`src/rtl/core/rmf_pkg.sv`:
```
// Shared types and constants of the running median filter.
// No dependencies; imported by every module of the block.
package rmf_pkg;

   // Half-width register
   localparam int HW_W = 4;
   localparam logic [HW_W-1:0] HW_RESET = 4'd5;

   // Per-record sample counter, saturating
   localparam int SEEN_W = 6;
   localparam logic [SEEN_W-1:0] SEEN_LIMIT = 6'd63;

   // Commands from the sequencer to every cell of the chain
   typedef struct packed {
      logic shift;   // take a new transaction: shift delay line, load pass, clear counts
      logic count;   // rank step: compare with broadcast, advance pass chain
   } cell_ctrl_type;

endpackage

```
`src/rtl/core/rmf_cell.sv`:
```
// One cell of the window chain: a delay-line tap, a pass register for the
// rank broadcast, and the less-than / less-or-equal counts. Uses rmf_pkg.
module rmf_cell #(
   parameter int SAMPLE_BITS = 24,
   parameter int CNT_W       = 5
) (
   input  logic                      clock,
   input  rmf_pkg::cell_ctrl_type    ctrl,
   input  logic [SAMPLE_BITS-1:0]    shift_in,
   input  logic [SAMPLE_BITS-1:0]    pass_in,
   input  logic [SAMPLE_BITS-1:0]    bcast,
   output logic [SAMPLE_BITS-1:0]    sample_out,
   output logic [SAMPLE_BITS-1:0]    pass_out,
   output logic [CNT_W-1:0]          lt_count,
   output logic [CNT_W-1:0]          le_count
);
   import rmf_pkg::*;

   logic [SAMPLE_BITS-1:0] sample_ff, sample_in;
   logic [SAMPLE_BITS-1:0] pass_ff, pass_in_nxt;
   logic [CNT_W-1:0]       lt_ff, lt_in;
   logic [CNT_W-1:0]       le_ff, le_in;

   // Shift on a new transaction, count against the broadcast on a rank step, otherwise hold
   always_comb begin
      sample_in   = sample_ff;
      pass_in_nxt = pass_ff;
      lt_in       = lt_ff;
      le_in       = le_ff;
      if (ctrl.shift) begin
         sample_in   = shift_in;
         pass_in_nxt = shift_in;
         lt_in       = '0;
         le_in       = '0;
      end else if (ctrl.count) begin
         pass_in_nxt = pass_in;
         if ($signed(bcast) < $signed(sample_ff)) begin
            lt_in = lt_ff + 1'b1;
         end
         if ($signed(bcast) <= $signed(sample_ff)) begin
            le_in = le_ff + 1'b1;
         end
      end
   end

   always_ff @(posedge clock) begin
      sample_ff <= sample_in;
      pass_ff   <= pass_in_nxt;
      lt_ff     <= lt_in;
      le_ff     <= le_in;
   end

   assign sample_out = sample_ff;
   assign pass_out   = pass_ff;
   assign lt_count   = lt_ff;
   assign le_count   = le_ff;

endmodule

```
`src/rtl/core/rmf_seq.sv`:
```
// Sequencer of the running median filter: half-width register, record
// counter, rank-count timing, tail flush and the result register. Uses rmf_pkg.
module rmf_seq #(
   parameter int SAMPLE_BITS    = 24,
   parameter int MAX_HALF_WIDTH = 15
) (
   input  logic                               clock,
   input  logic                               reset,
   input  logic                               req_valid,
   input  logic                               req_last,
   output logic                               req_stall,
   input  logic                               csr_write_en,
   input  logic [rmf_pkg::HW_W-1:0]           csr_write_data,
   input  logic                               rsp_stall,
   output logic                               rsp_valid,
   output logic [SAMPLE_BITS-1:0]             rsp_value,
   output logic                               rsp_is_median,
   output logic                               rsp_end_of_record,
   output rmf_pkg::cell_ctrl_type             cell_ctrl,
   output logic [rmf_pkg::HW_W-1:0]           k_sel,
   output logic [rmf_pkg::HW_W-1:0]           tail_age,
   input  logic [SAMPLE_BITS-1:0]             med_value,
   input  logic [SAMPLE_BITS-1:0]             raw_value,
   input  logic [SAMPLE_BITS-1:0]             tail_value
);
   import rmf_pkg::*;

   localparam logic [1:0] S_IDLE  = 2'd0;
   localparam logic [1:0] S_COUNT = 2'd1;
   localparam logic [1:0] S_EMIT  = 2'd2;
   localparam logic [1:0] S_TAIL  = 2'd3;

   logic [1:0]             state_ff, state_in;
   logic [HW_W-1:0]        hw_ff, hw_in;
   logic [SEEN_W-1:0]      seen_ff, seen_in;
   logic [HW_W-1:0]        k_ff, k_in;
   logic [HW_W:0]          cnt_ff, cnt_in;
   logic [HW_W-1:0]        tail_ff, tail_in;
   logic                   last_ff, last_in;
   logic                   med_ff, med_in;
   logic                   rsp_valid_ff, rsp_valid_in;
   logic [SAMPLE_BITS-1:0] rsp_value_ff, rsp_value_in;
   logic                   rsp_med_ff, rsp_med_in;
   logic                   rsp_eor_ff, rsp_eor_in;

   logic                   accept;
   logic                   out_free;
   logic [HW_W-1:0]        k_now;
   logic [SEEN_W:0]        n_now;
   logic [HW_W:0]          win_len;
   logic                   early;
   logic                   full;
   logic [HW_W-1:0]        tail_now;

   assign accept   = (state_ff == S_IDLE) && req_valid;
   assign out_free = !rsp_valid_ff || !rsp_stall;

   // Decode the incoming transaction against the record position
   always_comb begin
      if ({1'b0, hw_ff} > 5'(MAX_HALF_WIDTH)) begin
         k_now = HW_W'(MAX_HALF_WIDTH);
      end else begin
         k_now = hw_ff;
      end
      n_now   = {1'b0, seen_ff} + 1'b1;
      win_len = {k_now, 1'b1};
      early   = seen_ff < SEEN_W'(k_now);
      full    = n_now >= (SEEN_W + 1)'(win_len);
      if (!req_last) begin
         tail_now = '0;
      end else if (full) begin
         tail_now = k_now;
      end else if (n_now >= (SEEN_W + 1)'(k_now)) begin
         tail_now = HW_W'(n_now - (SEEN_W + 1)'(k_now));
      end else begin
         tail_now = '0;
      end
   end

   // Next-state logic of the sequencer and the result register
   always_comb begin
      state_in     = state_ff;
      hw_in        = csr_write_en ? csr_write_data : hw_ff;
      seen_in      = seen_ff;
      k_in         = k_ff;
      cnt_in       = cnt_ff;
      tail_in      = tail_ff;
      last_in      = last_ff;
      med_in       = med_ff;
      rsp_valid_in = rsp_valid_ff && rsp_stall;
      rsp_value_in = rsp_value_ff;
      rsp_med_in   = rsp_med_ff;
      rsp_eor_in   = rsp_eor_ff;
      cell_ctrl    = '{shift: 1'b0, count: 1'b0};

      unique case (state_ff)
         S_IDLE: begin
            if (accept) begin
               cell_ctrl.shift = 1'b1;
               k_in    = k_now;
               tail_in = tail_now;
               last_in = req_last;
               if (req_last) begin
                  seen_in = '0;
               end else if (seen_ff < SEEN_LIMIT) begin
                  seen_in = seen_ff + 1'b1;
               end
               if (early) begin
                  med_in   = 1'b0;
                  state_in = S_EMIT;
               end else if (full) begin
                  med_in   = 1'b1;
                  cnt_in   = {k_now, 1'b0};
                  state_in = S_COUNT;
               end else if (tail_now != '0) begin
                  state_in = S_TAIL;
               end
            end
         end
         S_COUNT: begin
            cell_ctrl.count = 1'b1;
            if (cnt_ff == '0) begin
               state_in = S_EMIT;
            end else begin
               cnt_in = cnt_ff - 1'b1;
            end
         end
         S_EMIT: begin
            if (out_free) begin
               rsp_valid_in = 1'b1;
               rsp_value_in = med_ff ? med_value : raw_value;
               rsp_med_in   = med_ff;
               rsp_eor_in   = last_ff && (tail_ff == '0);
               state_in     = (tail_ff != '0) ? S_TAIL : S_IDLE;
            end
         end
         S_TAIL: begin
            if (out_free) begin
               rsp_valid_in = 1'b1;
               rsp_value_in = tail_value;
               rsp_med_in   = 1'b0;
               rsp_eor_in   = (tail_ff == HW_W'(1));
               tail_in      = tail_ff - 1'b1;
               if (tail_ff == HW_W'(1)) begin
                  state_in = S_IDLE;
               end
            end
         end
         default: begin
            state_in = S_IDLE;
         end
      endcase
   end

   // Control state
   always_ff @(posedge clock) begin
      if (reset) begin
         state_ff     <= S_IDLE;
         hw_ff        <= HW_RESET;
         seen_ff      <= '0;
         rsp_valid_ff <= 1'b0;
      end else begin
         state_ff     <= state_in;
         hw_ff        <= hw_in;
         seen_ff      <= seen_in;
         rsp_valid_ff <= rsp_valid_in;
      end
   end

   // Transaction payload
   always_ff @(posedge clock) begin
      k_ff         <= k_in;
      cnt_ff       <= cnt_in;
      tail_ff      <= tail_in;
      last_ff      <= last_in;
      med_ff       <= med_in;
      rsp_value_ff <= rsp_value_in;
      rsp_med_ff   <= rsp_med_in;
      rsp_eor_ff   <= rsp_eor_in;
   end

   assign req_stall         = (state_ff != S_IDLE);
   assign rsp_valid         = rsp_valid_ff;
   assign rsp_value         = rsp_value_ff;
   assign rsp_is_median     = rsp_med_ff;
   assign rsp_end_of_record = rsp_eor_ff;
   assign k_sel             = k_ff;
   assign tail_age          = tail_ff - 1'b1;

endmodule

```
`src/rtl/core/running_median_filter.sv`:
```
// Running median filter: a transaction that yields a median runs accept, 2K+1
// rank-count steps through the cell chain, then emit; a raw early sample runs
// accept then emit, and each flushed tail result follows on its own.
// The rank-count pass over the window sets the rate; one transaction at a time.
// Reset (synchronous) clears the record count, sets K to 5 and empties the
// result register; window contents are not cleared.
module running_median_filter #(
   parameter int MAX_HALF_WIDTH = 15,
   parameter int SAMPLE_BITS    = 24
) (
   input  logic                            clock,
   input  logic                            reset,
   input  logic                            req_valid,
   output logic                            req_stall,
   input  logic [SAMPLE_BITS-1:0]          req_sample,
   input  logic                            req_last,
   output logic                            rsp_valid,
   input  logic                            rsp_stall,
   output logic [SAMPLE_BITS-1:0]          rsp_value,
   output logic                            rsp_is_median,
   output logic                            rsp_end_of_record,
   input  logic                            csr_write_en,
   input  logic [rmf_pkg::HW_W-1:0]        csr_write_data
);
   import rmf_pkg::*;

   localparam int DEPTH = 2 * MAX_HALF_WIDTH + 1;
   localparam int CNT_W = $clog2(DEPTH + 1);
   localparam int CMP_W = (CNT_W > HW_W + 1) ? CNT_W : HW_W + 1;

   cell_ctrl_type          cell_ctrl;
   logic [HW_W-1:0]        k_sel;
   logic [HW_W-1:0]        tail_age;
   logic [SAMPLE_BITS-1:0] med_value;
   logic [SAMPLE_BITS-1:0] tail_value;
   logic [SAMPLE_BITS-1:0] cell_sample [DEPTH];
   logic [SAMPLE_BITS-1:0] cell_pass   [DEPTH];
   logic [CNT_W-1:0]       cell_lt     [DEPTH];
   logic [CNT_W-1:0]       cell_le     [DEPTH];

   // Chain of cells: samples move up on a new transaction, pass values move down
   for (genvar g = 0; g < DEPTH; g++) begin : g_cell
      logic [SAMPLE_BITS-1:0] shift_src;
      logic [SAMPLE_BITS-1:0] pass_src;

      if (g == 0) begin : g_head
         assign shift_src = req_sample;
      end else begin : g_body
         assign shift_src = cell_sample[g-1];
      end

      if (g == DEPTH - 1) begin : g_end
         assign pass_src = '0;
      end else begin : g_mid
         assign pass_src = cell_pass[g+1];
      end

      rmf_cell #(
         .SAMPLE_BITS (SAMPLE_BITS),
         .CNT_W       (CNT_W)
      ) u_cell (
         .clock      (clock),
         .ctrl       (cell_ctrl),
         .shift_in   (shift_src),
         .pass_in    (pass_src),
         .bcast      (cell_pass[0]),
         .sample_out (cell_sample[g]),
         .pass_out   (cell_pass[g]),
         .lt_count   (cell_lt[g]),
         .le_count   (cell_le[g])
      );
   end

   // Pick the window cell of rank K; equal-valued matches carry the same value
   always_comb begin
      logic [CMP_W-1:0] k_ext;
      logic [CMP_W-1:0] win_top;
      k_ext     = CMP_W'(k_sel);
      win_top   = CMP_W'({k_sel, 1'b0});
      med_value = '0;
      for (int c = 0; c < DEPTH; c++) begin
         if ((CMP_W'(c) <= win_top) && (CMP_W'(cell_lt[c]) <= k_ext)
             && (k_ext < CMP_W'(cell_le[c]))) begin
            med_value = med_value | cell_sample[c];
         end
      end
   end

   // Read the held tail sample by age
   always_comb begin
      logic [CMP_W-1:0] age_ext;
      age_ext    = CMP_W'(tail_age);
      tail_value = '0;
      for (int c = 0; c < DEPTH; c++) begin
         if (CMP_W'(c) == age_ext) begin
            tail_value = tail_value | cell_sample[c];
         end
      end
   end

   rmf_seq #(
      .SAMPLE_BITS    (SAMPLE_BITS),
      .MAX_HALF_WIDTH (MAX_HALF_WIDTH)
   ) u_seq (
      .clock             (clock),
      .reset             (reset),
      .req_valid         (req_valid),
      .req_last          (req_last),
      .req_stall         (req_stall),
      .csr_write_en      (csr_write_en),
      .csr_write_data    (csr_write_data),
      .rsp_stall         (rsp_stall),
      .rsp_valid         (rsp_valid),
      .rsp_value         (rsp_value),
      .rsp_is_median     (rsp_is_median),
      .rsp_end_of_record (rsp_end_of_record),
      .cell_ctrl         (cell_ctrl),
      .k_sel             (k_sel),
      .tail_age          (tail_age),
      .med_value         (med_value),
      .raw_value         (cell_sample[0]),
      .tail_value        (tail_value)
   );

endmodule

```
`config.mk`:
```
export PLATFORM = sky130hd
export DESIGN_NAME = running_median_filter
export DESIGN_NICKNAME = d
export VERILOG_FILES = /design/src/rtl/core/rmf_pkg.sv /design/src/rtl/core/rmf_cell.sv /design/src/rtl/core/rmf_seq.sv /design/src/rtl/core/running_median_filter.sv
export SDC_FILE = /design/constraint.sdc
export NUM_CORES = 2
export LEC_CHECK = 0
export ABC_CLOCK_PERIOD_IN_PS = 43200
export BUFFER_PORTS_ARGS = -buffer_cell sky130_fd_sc_hd__clkbuf_2
export CORE_AREA = 10 10 491 493
export CTS_BUF_LIST = sky130_fd_sc_hd__clkbuf_4
export DETAILED_ROUTE_END_ITERATION = 7
export DIE_AREA = 0 0 501 503
export PLACE_DENSITY = 0.68
export SKIP_CTS_REPAIR_TIMING = 1
export SLEW_MARGIN = 20
export SYNTH_ARGS = -nofsm -noshare
export SYNTH_HDL_FRONTEND = slang
export SYNTH_HIERARCHICAL = 1
export SYNTH_SLANG_ARGS = --single-unit
```
`constraint.sdc`:
```
create_clock -name clock -period 43.2 [get_ports clock]
set_clock_uncertainty 0.15 [all_clocks]
set_input_delay 12.96 -clock clock [delete_from_list [all_inputs] [get_ports clock]]
set_output_delay 12.96 -clock clock [all_outputs]
set_load 0.005 [all_outputs]
```
==> After elaboration in Yosys (flattened, before gate mapping) <==
Index checks and enable logic that the tools add are counted.
{ "classes": {"add_sub_neg": 67, "n_lt_le_gt_ge": 159, "eq_ne": 28, "n_mux": 148, "n_bitwise": 45, "reduce_logical": 151} }
{ "op_table": {"columns": ["cell", "count"], "rows": [
  ["2-to-1 mux 24 bit", 112],
  ["bitwise OR 24 bit", 45],
  ["<= comparator 24 bit", 31],
  ["< comparator 24 bit", 31],
  ["adder 5 x 1 -> 5 bit, second input constant", 62],
  ["<= comparator 5 x 4 -> 1 bit", 31],
  ["< comparator 4 x 5 -> 1 bit", 31],
  ["AND reduction 2 bit", 63],
  ["<= comparator 5 bit, first input constant", 15],
  ["logical AND 1 bit", 65],
  ["case mux 24 bit (2 select lines)", 1],
  ["<= comparator 4 x 5 -> 1 bit, first input constant", 8],
  ["== test 4 bit, first input constant", 8],
  ["<= comparator 3 x 5 -> 1 bit, first input constant", 4],
  ["2-to-1 mux 4 bit", 5],
  ["2-to-1 mux 5 bit", 4],
  ["2-to-1 mux 2 bit", 9],
  ["== test 3 x 4 -> 1 bit, first input constant", 4],
  ["nonzero test 2 bit", 7],
  ["2-to-1 mux 6 bit", 2],
  ["inequality test 2 x 1 -> 1 bit, second input constant", 6],
  ["AND reduction 3 bit", 4],
  ["<= comparator 1 x 5 -> 1 bit, first input constant", 2],
  ["<= comparator 2 x 5 -> 1 bit, first input constant", 2],
  ["30 further kinds", 46]
]} }
{ "totals": {"reg_bits": 1852, "in_bits": 34, "out_inout_bits": 28} }

==> Depth between registers and ports, before layout <==
{ "logic_depth": {"ltp_word": 67, "depth_mapped": 16} }

==> Hierarchy <==
Netlist, hierarchy kept.
{ "by_module_without_submodules": {"columns": ["module", "instances", "cells_each", "area_each_um2", "seq_area_each_um2"], "rows": [
  ["rmf_cell (g_cell[0].u_cell ...)", 30, 211, 2844.0, 1641.6],
  ["running_median_filter", 1, 1732, 12368.1, 0.0],
  ["rmf_seq", 1, 307, 3108.0, 1491.4],
  ["rmf_cell (g_cell[4].u_cell)", 1, 211, 2845.2, 1641.6]
]} }

==> Worst setup path before layout <==
No wires, ideal clock.
{ "synth_path": {"path_type": "input to register", "start": "in req_valid", "end": "reg g_cell[0].u_cell.le_ff[0]", "arrival_time_ns": 29.485, "slack_ns": 13.439, "stages": 6, "path_cell_list": "nand2_1 > inv_1 > clkbuf_1 > buf_8 > dlygate4sd3_1 > nor2_1"} }
{ "synth_lines": {"columns": ["element", "line", "rtl"], "rows": [
  ["start: declaration", "running_median_filter.sv:13", "input logic req_valid,"],
  ["end signal: assignment", "rmf_cell.sv:50", "le_ff <= le_in;"],
  ["end: declaration", "rmf_cell.sv:22", "logic [CNT_W-1:0] le_ff, le_in;"]
]} }

==> impl_metrics.tcl <==
set metrics [dict create \
    status "finished, violations left" \
    violations "DRC" \
    yosysSeqAreaShare_pct 50.5 \
    crit_path_max_incr_delay_ps 890 \
    seq_power_share_pct 39.5 \
    yosysMostFrequentCell "edfxtp_1" \
    final_nets 10100 \
    grt_max_degree 164 \
    core-area_sq_um 231000 \
    crit_arrival_ps 17820 \
    clock_latency_ps 1540 \
    clkPwrFrac_pct 18.0 \
    area_growth_syn_to_layout_pct 9.82 \
    intPower_uw 4950 \
    fill_cells 20300 \
    synth.area.top_cells "edfxtp_1, ha_1, mux2_2" \
    die_w_um 501 \
    p_sw_uw 3800 \
    grt_pass1_vias 76400 \
    max_freq_mhz 59.3 \
    synthDistinctLibCells 99 \
    peakVddDrop_uv 46.0 \
    drt_wl_total_um 391000 \
    path_buf_inv 6 \
    crit_required_ps 44140 \
    finalCritPeriodShare_pct 39.1 \
    synth_area_per_cell_sq_um 12.1 \
    worst_path_most_repeated_cell "buf_4" \
    gr-usage-all-layers_pct 29.9 \
    hold_viol 0 \
    post-place-ws_ps 24930 \
    fin_ws_ps 26330 \
    clock_sinks 1852 \
    io_pins 62 \
    regArea_sq_um 52400 \
    post_drt_wl_per_cell_um 31.3 \
    slew_headroom_pct 13.5 \
    antenna_found_initial 13 \
    die_y_um 503 \
    critPathKind "input port to flop" \
    crit_family "buffers and inverters" \
    powerDensity_nw_per_um2 76.8 \
    slowest_stage "buf_4" \
    initial_core_util_pct 44.8 \
    startpoint_type "input port" \
    switching_share_pct 43.4 \
    vias 78800 \
    synth-main-ff-cell "edfxtp_1" \
    yosys_warnings 6 \
    drt_iter0_drc 11000 \
    worstMarginPinSlew_ps 1290 \
    drc 6 \
    clk_pin_slew_worst_paths_ps 60 \
    hold_path_class "flop to flop" \
    comb_power_share_pct 42.5 \
    finalSetupTns_ps 0 \
    fin_crit_ps 16870 \
    path_depth 8 \
    async_flop_share_pct 0 \
    worstHoldPathCells 2 \
    setup.worst_path.end_class "flop" \
    dr.pass1.iters 8 \
    cts_tree "built" \
    rsz0062_at_grt "no" \
    routed_via_density 6.32 \
    clock_path_buffers 4 \
    netlist_top_cells_count "edfxtp_1, ha_1, inv_1" \
    antenna_left 0 \
    synth_area_sq_um 104000 \
    slew_viol_final 0 \
    synth_edf_count 1529 \
    cts_inserted_buffers 496 \
    portBuffers 61 \
    grt_pass1_wl_um 545000 \
    drv_cap 0 \
    cp_max_fo 128 \
    setup_violations 0 \
    worstPathCellList "clkbuf_2 -> nand2_1 -> inv_8 -> buf_4 -> buf_4 -> buf_4 -> buf_4 -> or2_2" \
    cts_root_buf "clkbuf_4" \
    final_core_util_pct 49.2 \
    gp_congestion 1.04 \
    power.leakage_uw 0.0447 \
    synth_top_area_share_pct 44.3 \
    synth_cells 8580 \
    final_layout_size_suffix_gt1_share_pct 22.7 \
    grt_overflow 0 \
    dpl.hpwl_um 287000 \
    placementRows 177 \
    r2r_cells 13 \
    die-area_sq_um 252000 \
    ys_ff_latch 1852 \
    htreeDepth 5 \
    yosysTopAreaCell "edfxtp_1" \
    multi_input_area_sq_um 46200 \
]
==> tightest hold or removal path: stages (launching register included) <==
cell and delay, ps:
dfxtp_1 310, o21ai_1 70, a21oi_1 60
==> power groups by stage <==
stage	registers [uW]	logic (uW)	clock network, uW
global placement	3470	3400	0
CTS	3430	3570	1590
detailed placement	3460	3560	0
floorplan	3320	2320	0
finish	3450	3720	1570
global route	3480	3930	1680
==> layout make-up <==
type	count	share of cell area (%)
clock inverter	126	0.507
sequential	1852	46.0
tap	3043	3.35
multi-input combinational	5514	40.6
antenna	15	0.0330
inverter	959	3.17
timing repair buffer	224	1.40
clock buffer	742	4.89
==> metrics by stage <==
| step | area, sq um | hold slack [ps] | power (uW) | instances |
|---|---|---|---|---|
| detailed placement | 108000 | 335 | 7010 | 11600 |
| floorplan | 104000 | 301 | 5650 | 8603 |
| CTS | 114000 | 345 | 8590 | 12500 |
| finish | 114000 | 340 | 8750 | 12500 |
| global placement | 108000 | 322 | 6860 | 11600 |
| global route | 114000 | 359 | 9090 | 12500 |
==> cells by family (layout without fill, tap and decap cells) <==
logic type                 Yosys count  count (layout)  share of synthesized area [%]
other                                1              39                        0.00362
DFF                               1852            1852                           50.5
AOI/OAI and AO/OA                 1718            1718                           11.4
and+or+nand+nor                   1765            1765                           10.1
muxes                              833             833                           8.94
adders and majority gates         1041            1041                           12.6
buffers and inverters             1237            2051                           5.31
xor gates and xnor gates           133             133                           1.12
==> worst paths after layout <==
| path | start | end | slack (ps) |
|---|---|---|---|
| worst max-delay path | req_valid | g_cell[10].u_cell/pass_out[12]$_DFFE_PP_ | 26330 |
| worst min-delay path | g_cell[26].u_cell/le_count[4]$_SDFFE_PP0P_ | g_cell[26].u_cell/le_count[4]$_SDFFE_PP0P_ | 340 |
| worst max register to register | u_seq/k_sel[1]$_DFFE_PP_ | u_seq/rsp_value[0]$_DFFE_PP_ | 36720 |
| worst min register to register | g_cell[26].u_cell/le_count[4]$_SDFFE_PP0P_ | g_cell[26].u_cell/le_count[4]$_SDFFE_PP0P_ | 340 |
==> per-layer routing <==
metal	share of wire (%)	GRT usage (%)	wire length (um)
met5	0.010	0	41
met3	12	8.80	45300
met2	42	44.4	166000
met4	9.3	23.1	36200
met1	37	36.5	143000
==> registers in the layout (all words and copies together), names as in the netlist, 2 cells and up <==
name                      count
g_cell.u_cell/pass_out      744
g_cell.u_cell/sample_out    744
g_cell.u_cell/le_count      155
g_cell.u_cell/lt_count      155
u_seq/rsp_value              24
u_seq/seen_ff                 6
u_seq/cnt_ff                  5
u_seq/hw_ff                   4
u_seq/k_sel                   4
u_seq/tail_ff                 4
u_seq/state_ff                2
==> cells in the final DEF (no fill, tap or decap), drive strengths merged, types with 31 or more instances in the layout <==
cell and instances:
mux2i 88, nand2 249, nand3 324, xnor2 33, or3 139, xor2 100
mux2 745, edfxtp 1529, o21a 65, nand4 267, a22oi 129, o21ai 297
or2 35, o211ai 75, clkinv 118, a221oi 114, nor2 364, dfxtp 323
nor3 58, a21oi 623, clkbuf 803, buf 163, o221a 31, and3 51
a22o 165, ha 1040, nor2b 34, and4 77, nand3b 32, nor4 42
inv 964, a21bo 31
No activity file was read; power rests on OpenSTA's default activity.
